[config.mk]
export PLATFORM = sky130hd
export DESIGN_NAME = double_hash_table_insert_search
export DESIGN_NICKNAME = d
export VERILOG_FILES = /design/src/design/dht_pkg.sv /design/src/design/dht_mod.sv /design/src/design/double_hash_table_insert_search.sv
export SDC_FILE = /design/constraint.sdc
export NUM_CORES = 2
export LEC_CHECK = 0
export ABC_AREA = 0
export BUFFER_PORTS_ARGS = -buffer_cell sky130_fd_sc_hd__buf_2
export CORE_MARGIN = 3
export CORE_UTILIZATION = 45
export CTS_CLUSTER_SIZE = 8
export DETAILED_ROUTE_END_ITERATION = 10
export GPL_ROUTABILITY_DRIVEN = 0
export PLACE_DENSITY_LB_ADDON = 0.08
export SYNTH_ARGS = -nofsm -noshare
export SYNTH_HDL_FRONTEND = slang
export SYNTH_SLANG_ARGS = --single-unit
[constraint.sdc]
create_clock -name aclk -period 24.9 [get_ports aclk]
set_input_delay 1.245 -clock aclk [delete_from_list [all_inputs] [get_ports aclk]]
set_output_delay 1.245 -clock aclk [all_outputs]
set_load 0.02 [all_outputs]
[src/design/dht_pkg.sv]
package dht_pkg;

    // Default geometry of the table.
    localparam int TABLE_SLOTS_DEF = 13;
    localparam int STEP_PRIME_DEF  = 11;
    localparam int KEY_BYTES_DEF   = 9;

    // Fixed field widths.
    localparam int BYTE_W   = 8;
    localparam int HEAD_W   = 64;
    localparam int TAIL_W   = 8;
    localparam int KEY_W    = HEAD_W + TAIL_W;
    localparam int STATUS_W = 3;
    localparam int SLOT_W   = 4;
    localparam int MAX_KEY_BYTES = KEY_W / BYTE_W;

    // Operation carried in the input tuser.
    localparam logic KIND_INSERT = 1'b0;
    localparam logic KIND_SEARCH = 1'b1;

    typedef enum logic [STATUS_W-1:0] {
        STAT_INSERTED  = 3'd0,
        STAT_DUPLICATE = 3'd1,
        STAT_FULL      = 3'd2,
        STAT_FOUND     = 3'd3,
        STAT_NOT_FOUND = 3'd4
    } status_t;

endpackage

[src/design/dht_mod.sv]
// Remainder of an unsigned dividend by a constant divisor. At start the dividend and
// the quotient are registered; the quotient comes from a multiplication by a scaled
// reciprocal that is exact for every dividend of DVD_W bits. The remainder, the
// dividend minus quotient times divisor, is then registered while busy, and done rises with it.
module dht_mod #(
    parameter int DVD_W   = 12,
    parameter int DIVISOR = 13,
    parameter int REM_W   = 4
) (
    input  logic             aclk,
    input  logic             aresetn,
    input  logic             start,
    input  logic [DVD_W-1:0] dividend,
    output logic             busy,
    output logic             done,
    output logic [REM_W-1:0] rem
);

    localparam int SHIFT   = DVD_W + $clog2(DIVISOR);
    localparam int RECIP_W = DVD_W + 2;
    localparam int PROD_W  = DVD_W + RECIP_W;
    localparam int QUOT_W  = PROD_W - SHIFT;
    localparam longint RECIP_VAL =
        ((longint'(1) << SHIFT) + longint'(DIVISOR) - 1) / longint'(DIVISOR);
    localparam logic [RECIP_W-1:0] RECIP = RECIP_W'(RECIP_VAL);
    localparam logic [DVD_W-1:0]   DIV_C = DVD_W'(DIVISOR);

    logic [DVD_W-1:0]  dvd_reg;
    logic [QUOT_W-1:0] quot_reg;
    logic [REM_W-1:0]  rem_reg;
    logic              busy_reg;
    logic              done_reg;
    logic [PROD_W-1:0] prod;
    logic [DVD_W-1:0]  rem_full;

    assign prod     = PROD_W'(dividend) * PROD_W'(RECIP);
    assign rem_full = dvd_reg - DVD_W'(DVD_W'(quot_reg) * DIV_C);

    always_ff @(posedge aclk) begin
        if (!aresetn) begin
            busy_reg <= 1'b0;
            done_reg <= 1'b0;
        end else begin
            busy_reg <= start;
            done_reg <= busy_reg;
        end
    end

    always_ff @(posedge aclk) begin
        if (start) begin
            dvd_reg  <= dividend;
            quot_reg <= prod[SHIFT +: QUOT_W];
        end
        if (busy_reg) begin
            rem_reg <= REM_W'(rem_full);
        end
    end

    assign busy = busy_reg;
    assign done = done_reg;
    assign rem  = rem_reg;

endmodule

[src/design/double_hash_table_insert_search.sv]
// Double-hashing hash table with insert and search of short text keys.
//
// Input channel (s_): one item is one operation. s_tuser selects insert or search,
// s_tdata carries the key, byte 0 in the lowest bits, zero padded. The key ends at
// its first zero byte. Result channel (m_): one item per operation, a status and
// the slot that was written or found (zero for errors and misses).
//
// The block works on one operation at a time. After an item is taken the home
// slot, the probe step and the step reduced to the table size are each formed in
// turn by a remainder unit for a constant divisor. The walk then reads one table
// slot per cycle from the key memory, probing 1 to TABLE_SLOTS slots, and the next
// item is taken only once the result has moved into the output register. An empty
// key goes straight to the result without the remainder units or the walk.
//
// After reset the block sweeps the memory once to mark every slot free, with
// s_tready low meanwhile. The result sits in an output register; while the
// receiver stalls, the next operation is taken and worked out, and it holds
// s_tready low until the waiting result has been taken.
module double_hash_table_insert_search #(
    parameter int TABLE_SLOTS = dht_pkg::TABLE_SLOTS_DEF,
    parameter int STEP_PRIME  = dht_pkg::STEP_PRIME_DEF,
    parameter int KEY_BYTES   = dht_pkg::KEY_BYTES_DEF
) (
    input  logic                     aclk,
    input  logic                     aresetn,
    input  logic                     s_tvalid,
    output logic                     s_tready,
    input  logic [dht_pkg::KEY_W-1:0] s_tdata,  // key_head [63:0], key_tail [71:64]
    input  logic                     s_tuser,  // kind [0]: 0 insert, 1 search
    output logic                     m_tvalid,
    input  logic                     m_tready,
    output logic [7:0]               m_tdata   // status [2:0], slot [6:3], zero [7]
);

    localparam int IDX_W   = $clog2(TABLE_SLOTS);
    localparam int PRIME_W = $clog2(STEP_PRIME);
    localparam int SUM_W   = $clog2(KEY_BYTES * 255 + 1);
    localparam int DIV_MAX = (TABLE_SLOTS > STEP_PRIME) ? TABLE_SLOTS : STEP_PRIME;
    localparam int DIV_W   = $clog2(DIV_MAX + 1);
    localparam int DVD_W   = (SUM_W > DIV_W) ? SUM_W : DIV_W;
    localparam int ENTRY_W = dht_pkg::KEY_W + 1;
    localparam int NBYTES  = dht_pkg::MAX_KEY_BYTES;

    typedef enum logic [3:0] {
        S_CLEAR,
        S_IDLE,
        S_START,
        S_HOME,
        S_STEPR,
        S_STEPM,
        S_PROBE,
        S_CHECK,
        S_RESP
    } state_t;

    state_t                    state_reg;
    logic [IDX_W-1:0]          clr_idx_reg;
    logic                      kind_reg;
    logic [dht_pkg::KEY_W-1:0] key_reg;
    logic [SUM_W-1:0]          sum_reg;
    logic [IDX_W-1:0]          home_reg;
    logic [IDX_W-1:0]          stepm_reg;
    logic [IDX_W-1:0]          idx_reg;
    dht_pkg::status_t          res_status_reg;
    logic [dht_pkg::SLOT_W-1:0] res_slot_reg;
    logic                      m_tvalid_reg;
    logic [7:0]                m_tdata_reg;

    // Key memory: occupancy mark in the top bit, the cut key below it.
    logic [ENTRY_W-1:0] mem [TABLE_SLOTS];
    logic [ENTRY_W-1:0] rd_q_reg;
    logic [IDX_W-1:0]   rd_addr;
    logic               wr_en;
    logic [IDX_W-1:0]   wr_addr;
    logic [ENTRY_W-1:0] wr_data;

    logic                      slots_start;
    logic [DVD_W-1:0]          slots_dividend;
    logic                      slots_busy;
    logic                      slots_done;
    logic [IDX_W-1:0]          slots_rem;
    logic                      prime_start;
    logic [DVD_W-1:0]          prime_dividend;
    logic                      prime_busy;
    logic                      prime_done;
    logic [PRIME_W-1:0]        prime_rem;

    logic [dht_pkg::KEY_W-1:0] cut_key;
    logic [SUM_W-1:0]          cut_sum;
    logic                      alive;
    logic [dht_pkg::BYTE_W-1:0] kbyte;
    logic                      slot_occ;
    logic                      slot_match;
    logic [IDX_W:0]            probe_sum;
    logic [IDX_W-1:0]          probe_next;

    // Cut the incoming key at its first zero byte and at KEY_BYTES, and sum it.
    always_comb begin
        cut_key = '0;
        cut_sum = '0;
        alive   = 1'b1;
        for (int b = 0; b < NBYTES; b++) begin
            kbyte = s_tdata[b*dht_pkg::BYTE_W +: dht_pkg::BYTE_W];
            if (kbyte == '0 || b >= KEY_BYTES) begin
                alive = 1'b0;
            end
            if (alive) begin
                cut_key[b*dht_pkg::BYTE_W +: dht_pkg::BYTE_W] = kbyte;
                cut_sum = cut_sum + SUM_W'(kbyte);
            end
        end
    end

    // Next probe position, wrapped into the table.
    always_comb begin
        probe_sum = {1'b0, idx_reg} + {1'b0, stepm_reg};
        if (probe_sum >= (IDX_W+1)'(TABLE_SLOTS)) begin
            probe_sum = probe_sum - (IDX_W+1)'(TABLE_SLOTS);
        end
        probe_next = IDX_W'(probe_sum);
    end

    assign slot_occ   = rd_q_reg[ENTRY_W-1];
    assign slot_match = (rd_q_reg[dht_pkg::KEY_W-1:0] == key_reg);

    // Remainder requests: home = sum mod slots, step = prime - home mod prime,
    // then the step is reduced mod slots so a wrap needs only one subtraction.
    assign prime_dividend = DVD_W'(slots_rem);

    always_comb begin
        slots_start    = 1'b0;
        slots_dividend = DVD_W'(sum_reg);
        prime_start    = 1'b0;
        unique case (state_reg)
            S_START: begin
                slots_start = (key_reg[dht_pkg::BYTE_W-1:0] != '0);
            end
            S_HOME: begin
                prime_start = slots_done;
            end
            S_STEPR: begin
                slots_start    = prime_done;
                slots_dividend = DVD_W'(STEP_PRIME) - DVD_W'(prime_rem);
            end
            default: begin
                slots_start = 1'b0;
            end
        endcase
    end

    dht_mod #(
        .DVD_W   (DVD_W),
        .DIVISOR (TABLE_SLOTS),
        .REM_W   (IDX_W)
    ) u_mod_slots (
        .aclk     (aclk),
        .aresetn  (aresetn),
        .start    (slots_start),
        .dividend (slots_dividend),
        .busy     (slots_busy),
        .done     (slots_done),
        .rem      (slots_rem)
    );

    dht_mod #(
        .DVD_W   (DVD_W),
        .DIVISOR (STEP_PRIME),
        .REM_W   (PRIME_W)
    ) u_mod_prime (
        .aclk     (aclk),
        .aresetn  (aresetn),
        .start    (prime_start),
        .dividend (prime_dividend),
        .busy     (prime_busy),
        .done     (prime_done),
        .rem      (prime_rem)
    );

    // Memory port control.
    always_comb begin
        wr_en   = 1'b0;
        wr_addr = idx_reg;
        wr_data = {1'b1, key_reg};
        rd_addr = home_reg;
        unique case (state_reg)
            S_CLEAR: begin
                wr_en   = 1'b1;
                wr_addr = clr_idx_reg;
                wr_data = '0;
            end
            S_CHECK: begin
                wr_en   = !slot_occ && (kind_reg == dht_pkg::KIND_INSERT);
                rd_addr = probe_next;
            end
            default: begin
                wr_en = 1'b0;
            end
        endcase
    end

    always_ff @(posedge aclk) begin
        if (wr_en) begin
            mem[wr_addr] <= wr_data;
        end
        rd_q_reg <= mem[rd_addr];
    end

    always_ff @(posedge aclk) begin
        if (!aresetn) begin
            state_reg    <= S_CLEAR;
            clr_idx_reg  <= '0;
            m_tvalid_reg <= 1'b0;
        end else begin
            // A taken result leaves the output register, unless a new one moves in.
            if (m_tvalid_reg && m_tready && state_reg != S_RESP) begin
                m_tvalid_reg <= 1'b0;
            end
            unique case (state_reg)
                S_CLEAR: begin
                    clr_idx_reg <= clr_idx_reg + 1'b1;
                    if (clr_idx_reg == IDX_W'(TABLE_SLOTS - 1)) begin
                        state_reg <= S_IDLE;
                    end
                end
                S_IDLE: begin
                    if (s_tvalid) begin
                        kind_reg  <= s_tuser;
                        key_reg   <= cut_key;
                        sum_reg   <= cut_sum;
                        state_reg <= S_START;
                    end
                end
                S_START: begin
                    if (key_reg[dht_pkg::BYTE_W-1:0] == '0) begin
                        // Empty key: nothing stored, nothing found.
                        res_status_reg <= (kind_reg == dht_pkg::KIND_SEARCH)
                                          ? dht_pkg::STAT_NOT_FOUND
                                          : dht_pkg::STAT_INSERTED;
                        res_slot_reg   <= '0;
                        state_reg      <= S_RESP;
                    end else begin
                        state_reg <= S_HOME;
                    end
                end
                S_HOME: begin
                    if (slots_done) begin
                        home_reg  <= slots_rem;
                        state_reg <= S_STEPR;
                    end
                end
                S_STEPR: begin
                    if (prime_done) begin
                        state_reg <= S_STEPM;
                    end
                end
                S_STEPM: begin
                    if (slots_done) begin
                        stepm_reg <= slots_rem;
                        idx_reg   <= home_reg;
                        state_reg <= S_PROBE;
                    end
                end
                S_PROBE: begin
                    // Home slot read is in flight.
                    state_reg <= S_CHECK;
                end
                S_CHECK: begin
                    priority if (!slot_occ) begin
                        if (kind_reg == dht_pkg::KIND_INSERT) begin
                            res_status_reg <= dht_pkg::STAT_INSERTED;
                            res_slot_reg   <= dht_pkg::SLOT_W'(idx_reg);
                        end else begin
                            res_status_reg <= dht_pkg::STAT_NOT_FOUND;
                            res_slot_reg   <= '0;
                        end
                        state_reg <= S_RESP;
                    end else if (slot_match) begin
                        if (kind_reg == dht_pkg::KIND_SEARCH) begin
                            res_status_reg <= dht_pkg::STAT_FOUND;
                            res_slot_reg   <= dht_pkg::SLOT_W'(idx_reg);
                        end else begin
                            res_status_reg <= dht_pkg::STAT_DUPLICATE;
                            res_slot_reg   <= '0;
                        end
                        state_reg <= S_RESP;
                    end else if (probe_next == home_reg) begin
                        // The walk came back home without a free slot or a match.
                        res_status_reg <= (kind_reg == dht_pkg::KIND_SEARCH)
                                          ? dht_pkg::STAT_NOT_FOUND
                                          : dht_pkg::STAT_FULL;
                        res_slot_reg   <= '0;
                        state_reg      <= S_RESP;
                    end else begin
                        // The next slot is being read this cycle.
                        idx_reg <= probe_next;
                    end
                end
                S_RESP: begin
                    if (!m_tvalid_reg || m_tready) begin
                        m_tvalid_reg <= 1'b1;
                        m_tdata_reg  <= {1'b0, res_slot_reg, res_status_reg};
                        state_reg    <= S_IDLE;
                    end
                end
                default: begin
                    state_reg <= S_IDLE;
                end
            endcase
        end
    end

    assign s_tready = (state_reg == S_IDLE);
    assign m_tvalid = m_tvalid_reg;
    assign m_tdata  = m_tdata_reg;

    // An insert that writes a slot always reports that slot as inserted.
    a_write_reports_insert: assert property (@(posedge aclk) disable iff (!aresetn)
        (wr_en && state_reg == S_CHECK) |=>
            (res_status_reg == dht_pkg::STAT_INSERTED && state_reg == S_RESP))
        else $error("slot write without an inserted status");

    // A new operation is never taken while a remainder unit is still working.
    a_ready_mod_idle: assert property (@(posedge aclk) disable iff (!aresetn)
        s_tready |-> !(slots_busy || prime_busy))
        else $error("input ready while a remainder unit is busy");

    // The probe position never leaves the table.
    a_probe_in_range: assert property (@(posedge aclk) disable iff (!aresetn)
        (state_reg == S_CHECK) |->
            ({1'b0, idx_reg} < (IDX_W+1)'(TABLE_SLOTS) &&
             {1'b0, probe_next} < (IDX_W+1)'(TABLE_SLOTS)))
        else $error("probe index outside the table");

    // Only inserted and found results carry a slot number.
    a_slot_zero_on_miss: assert property (@(posedge aclk) disable iff (!aresetn)
        m_tvalid |-> (m_tdata[2:0] == dht_pkg::STAT_INSERTED ||
                      m_tdata[2:0] == dht_pkg::STAT_FOUND ||
                      m_tdata[6:3] == '0))
        else $error("nonzero slot on an error or miss result");

endmodule
==> out/qor.yml <==
routing:
  via_count: 28800
  wl_um: 137000
  drtIter0Drc: 2541
  drcViolationCount: 0
  avgRoutedWirePerCell_um: 27.7
  firstDrtPassIters: 5
  ant_nets: 0
  vias_per_cell: 5.80
setup_path:
  worst_setup_path_end_kind: "flop"
  critPathKind: "primary input to flop"
  slowest_stage: "fa_1"
  crit_arrival_ps: 10980
  critPathTopFamily: "compound AO/OA/AOI/OAI gates"
  critPathMostFrequentCell: "ha_1"
  critPathLaunchType: "primary input"
  cp_data_required_time_ps: 25370
  cp_max_fo: 17
  crit_buf_inv: 3
  crit_path_max_incr_delay_ps: 540
logic_synthesis:
  ys_types: 76
  yosysMostFrequentCell: "edfxtp_1"
  yosysTopAreaCellShare: 0.637
  synth_ff_type: "edfxtp_1"
  synth.avg_cell_area_sq_um: 16.0
  synth.area.top_cells: "edfxtp_1, mux4_2, ha_1"
  synthArstFlopShare: 0
  yosysTopAreaCell: "edfxtp_1"
  synth-warning-count: 0
  synth_cells: 3188
  seq_area_frac_synth: 0.671
  syn_nets: 3473
  synth_edf_count: 1081
  synthTopCellsByCount: "edfxtp_1, nand2_1, mux4_2"
  netlist_area_sq_um: 51000
  ys_ff_latch: 1167
clock_network:
  cts_tree: "done"
  cts_resized: 0
  post_cts_buffers: 0
  clk_path_buf_depth: 3
  clk_pin_slew_ps: 50
  h-tree-depth: 4
  insertion_delay_ps: 760
  cts_root_buffer: "clkbuf_16"
  cts_hold_buffers: 0
  cts_inserted_buffers: 164
  cts.sinks: 1167
sta:
  slew_violations: 0
  setup_viol: 0
  skew_ps: 43.3
  rsz0062_at_grt: "false"
  finalHoldViolCount: 0
  finalSetupTns_ps: 0
  max_slew.worst_pin.slew_ps: 1270
  slew_headroom: 0.152
  period_share: 0.422
  final.setup.worst_slack_ps: 14390
  period_needed_ps: 10510
  fmax_mhz: 95.2
floorplan:
  die_x_um: 343
  initial_core_util: 0.457
  die-height_um: 343
  rows: 122
  coreArea_sq_um: 112000
  boundaryPins: 87
  die-area_sq_um: 117000
cells_and_area:
  final_cells: 4962
  nets: 3631
  largest_reg_flops: 949
  area_delta_synth_final_pct: 14.0
  final_layout_size_suffix_gt1_frac: 0.174
  fin_util: 0.520
global_route:
  grt_pass1_vias: 30200
  track_usage: 0.238
  grt_pass1_wl_um: 203000
  antenna_found_initial: 12
  overflow: 0
  grt_max_degree: 102
placed_design:
  post-place-ws_ps: 13890
  numPortBuffers: 85
  dpl.hpwl_um: 79000
  dp.cells: 4668
pwr:
  peakVddDrop_mv: 0.232
  p_leak_nw: 20.5
  p_per_area_nw_per_um2: 109
run:
  drv_cap: 0
run_status:
  status: "finished clean"
worst_hold_path:
  hold_class: "flop to flop"
==> through the flow <==
stage	power, mW	hold WS [ps]	instance area, sq um
after floorplan	3.85	400	51000
after global placement	4.18	418	53200
after detailed placement	4.25	413	53200
after CTS	6.34	424	58100
after global routing	6.66	434	58100
final	6.33	423	58100
==> cells in the final DEF (no fill, tap or decap), types with 50 or more instances in the layout <==
cell	n
a31oi_1	84
nor2_1	92
clkbuf_16	167
buf_2	85
nand2_1	351
inv_1	116
dfxtp_1	86
buf_4	50
a21oi_1	75
and3_1	116
clkbuf_1	107
xnor2_1	117
fa_1	55
ha_1	153
edfxtp_1	1081
mux4_2	219
nor2b_1	88
==> report_power, final <==
part           internal, mW  switching (mW)  total, mW
Sequential             2.25         0.00991       2.26
Clock                  1.25           0.818       2.07
Combinational         0.878            1.13       2.01
==> per-layer routing <==
metal  share of wire  GRT usage  vias up
met5         0.00030          0        -
met4           0.018     0.0600        6
met3           0.062     0.0425      173
met2            0.48      0.384      946
met1            0.44      0.338    15200
li1                -          -    12500
==> layout make-up <==
cell class | instances | area [sq um]
antenna | 6 | 15.0
clock buffer | 276 | 4610
clock inverter | 12 | 218
fill | 9099 | 53500
inverter | 118 | 452
multi-input combinational | 1759 | 15900
sequential | 1167 | 34200
tap | 1488 | 1860
timing repair buffer | 136 | 821
==> cells by family (layout without fill, tap and decap cells) <==
family,after synthesis,after routing,share of synthesized area
compound gates,308,308,0.0384
xor+xnor,163,163,0.0283
buf+inv,262,542,0.0202
other cells,1,7,0.0000736
flops,1167,1167,0.671
mux,251,251,0.104
simple gates,828,828,0.0795
fa+ha+maj,208,208,0.0592
==> path summary, 6_finish.rpt <==
check / startpoint / to / slack (ps) / depth (start not counted)
min: res_status_reg[0]$_SDFFCE_PN0P_ / m_tdata[0]$_DFFE_PP_ / 420 / 0
min reg2reg: res_status_reg[0]$_SDFFCE_PN0P_ / m_tdata[0]$_DFFE_PP_ / 420 / 0
max: s_tdata[4] / sum_reg[11]$_DFFE_PP_ / 14390 / 42
max reg2reg: state_reg[0]$_SDFFE_PN0P_ / u_mod_slots.quot_reg[3]$_DFFE_PP_ / 18480 / 18
(Power assumes the default switching activity.)
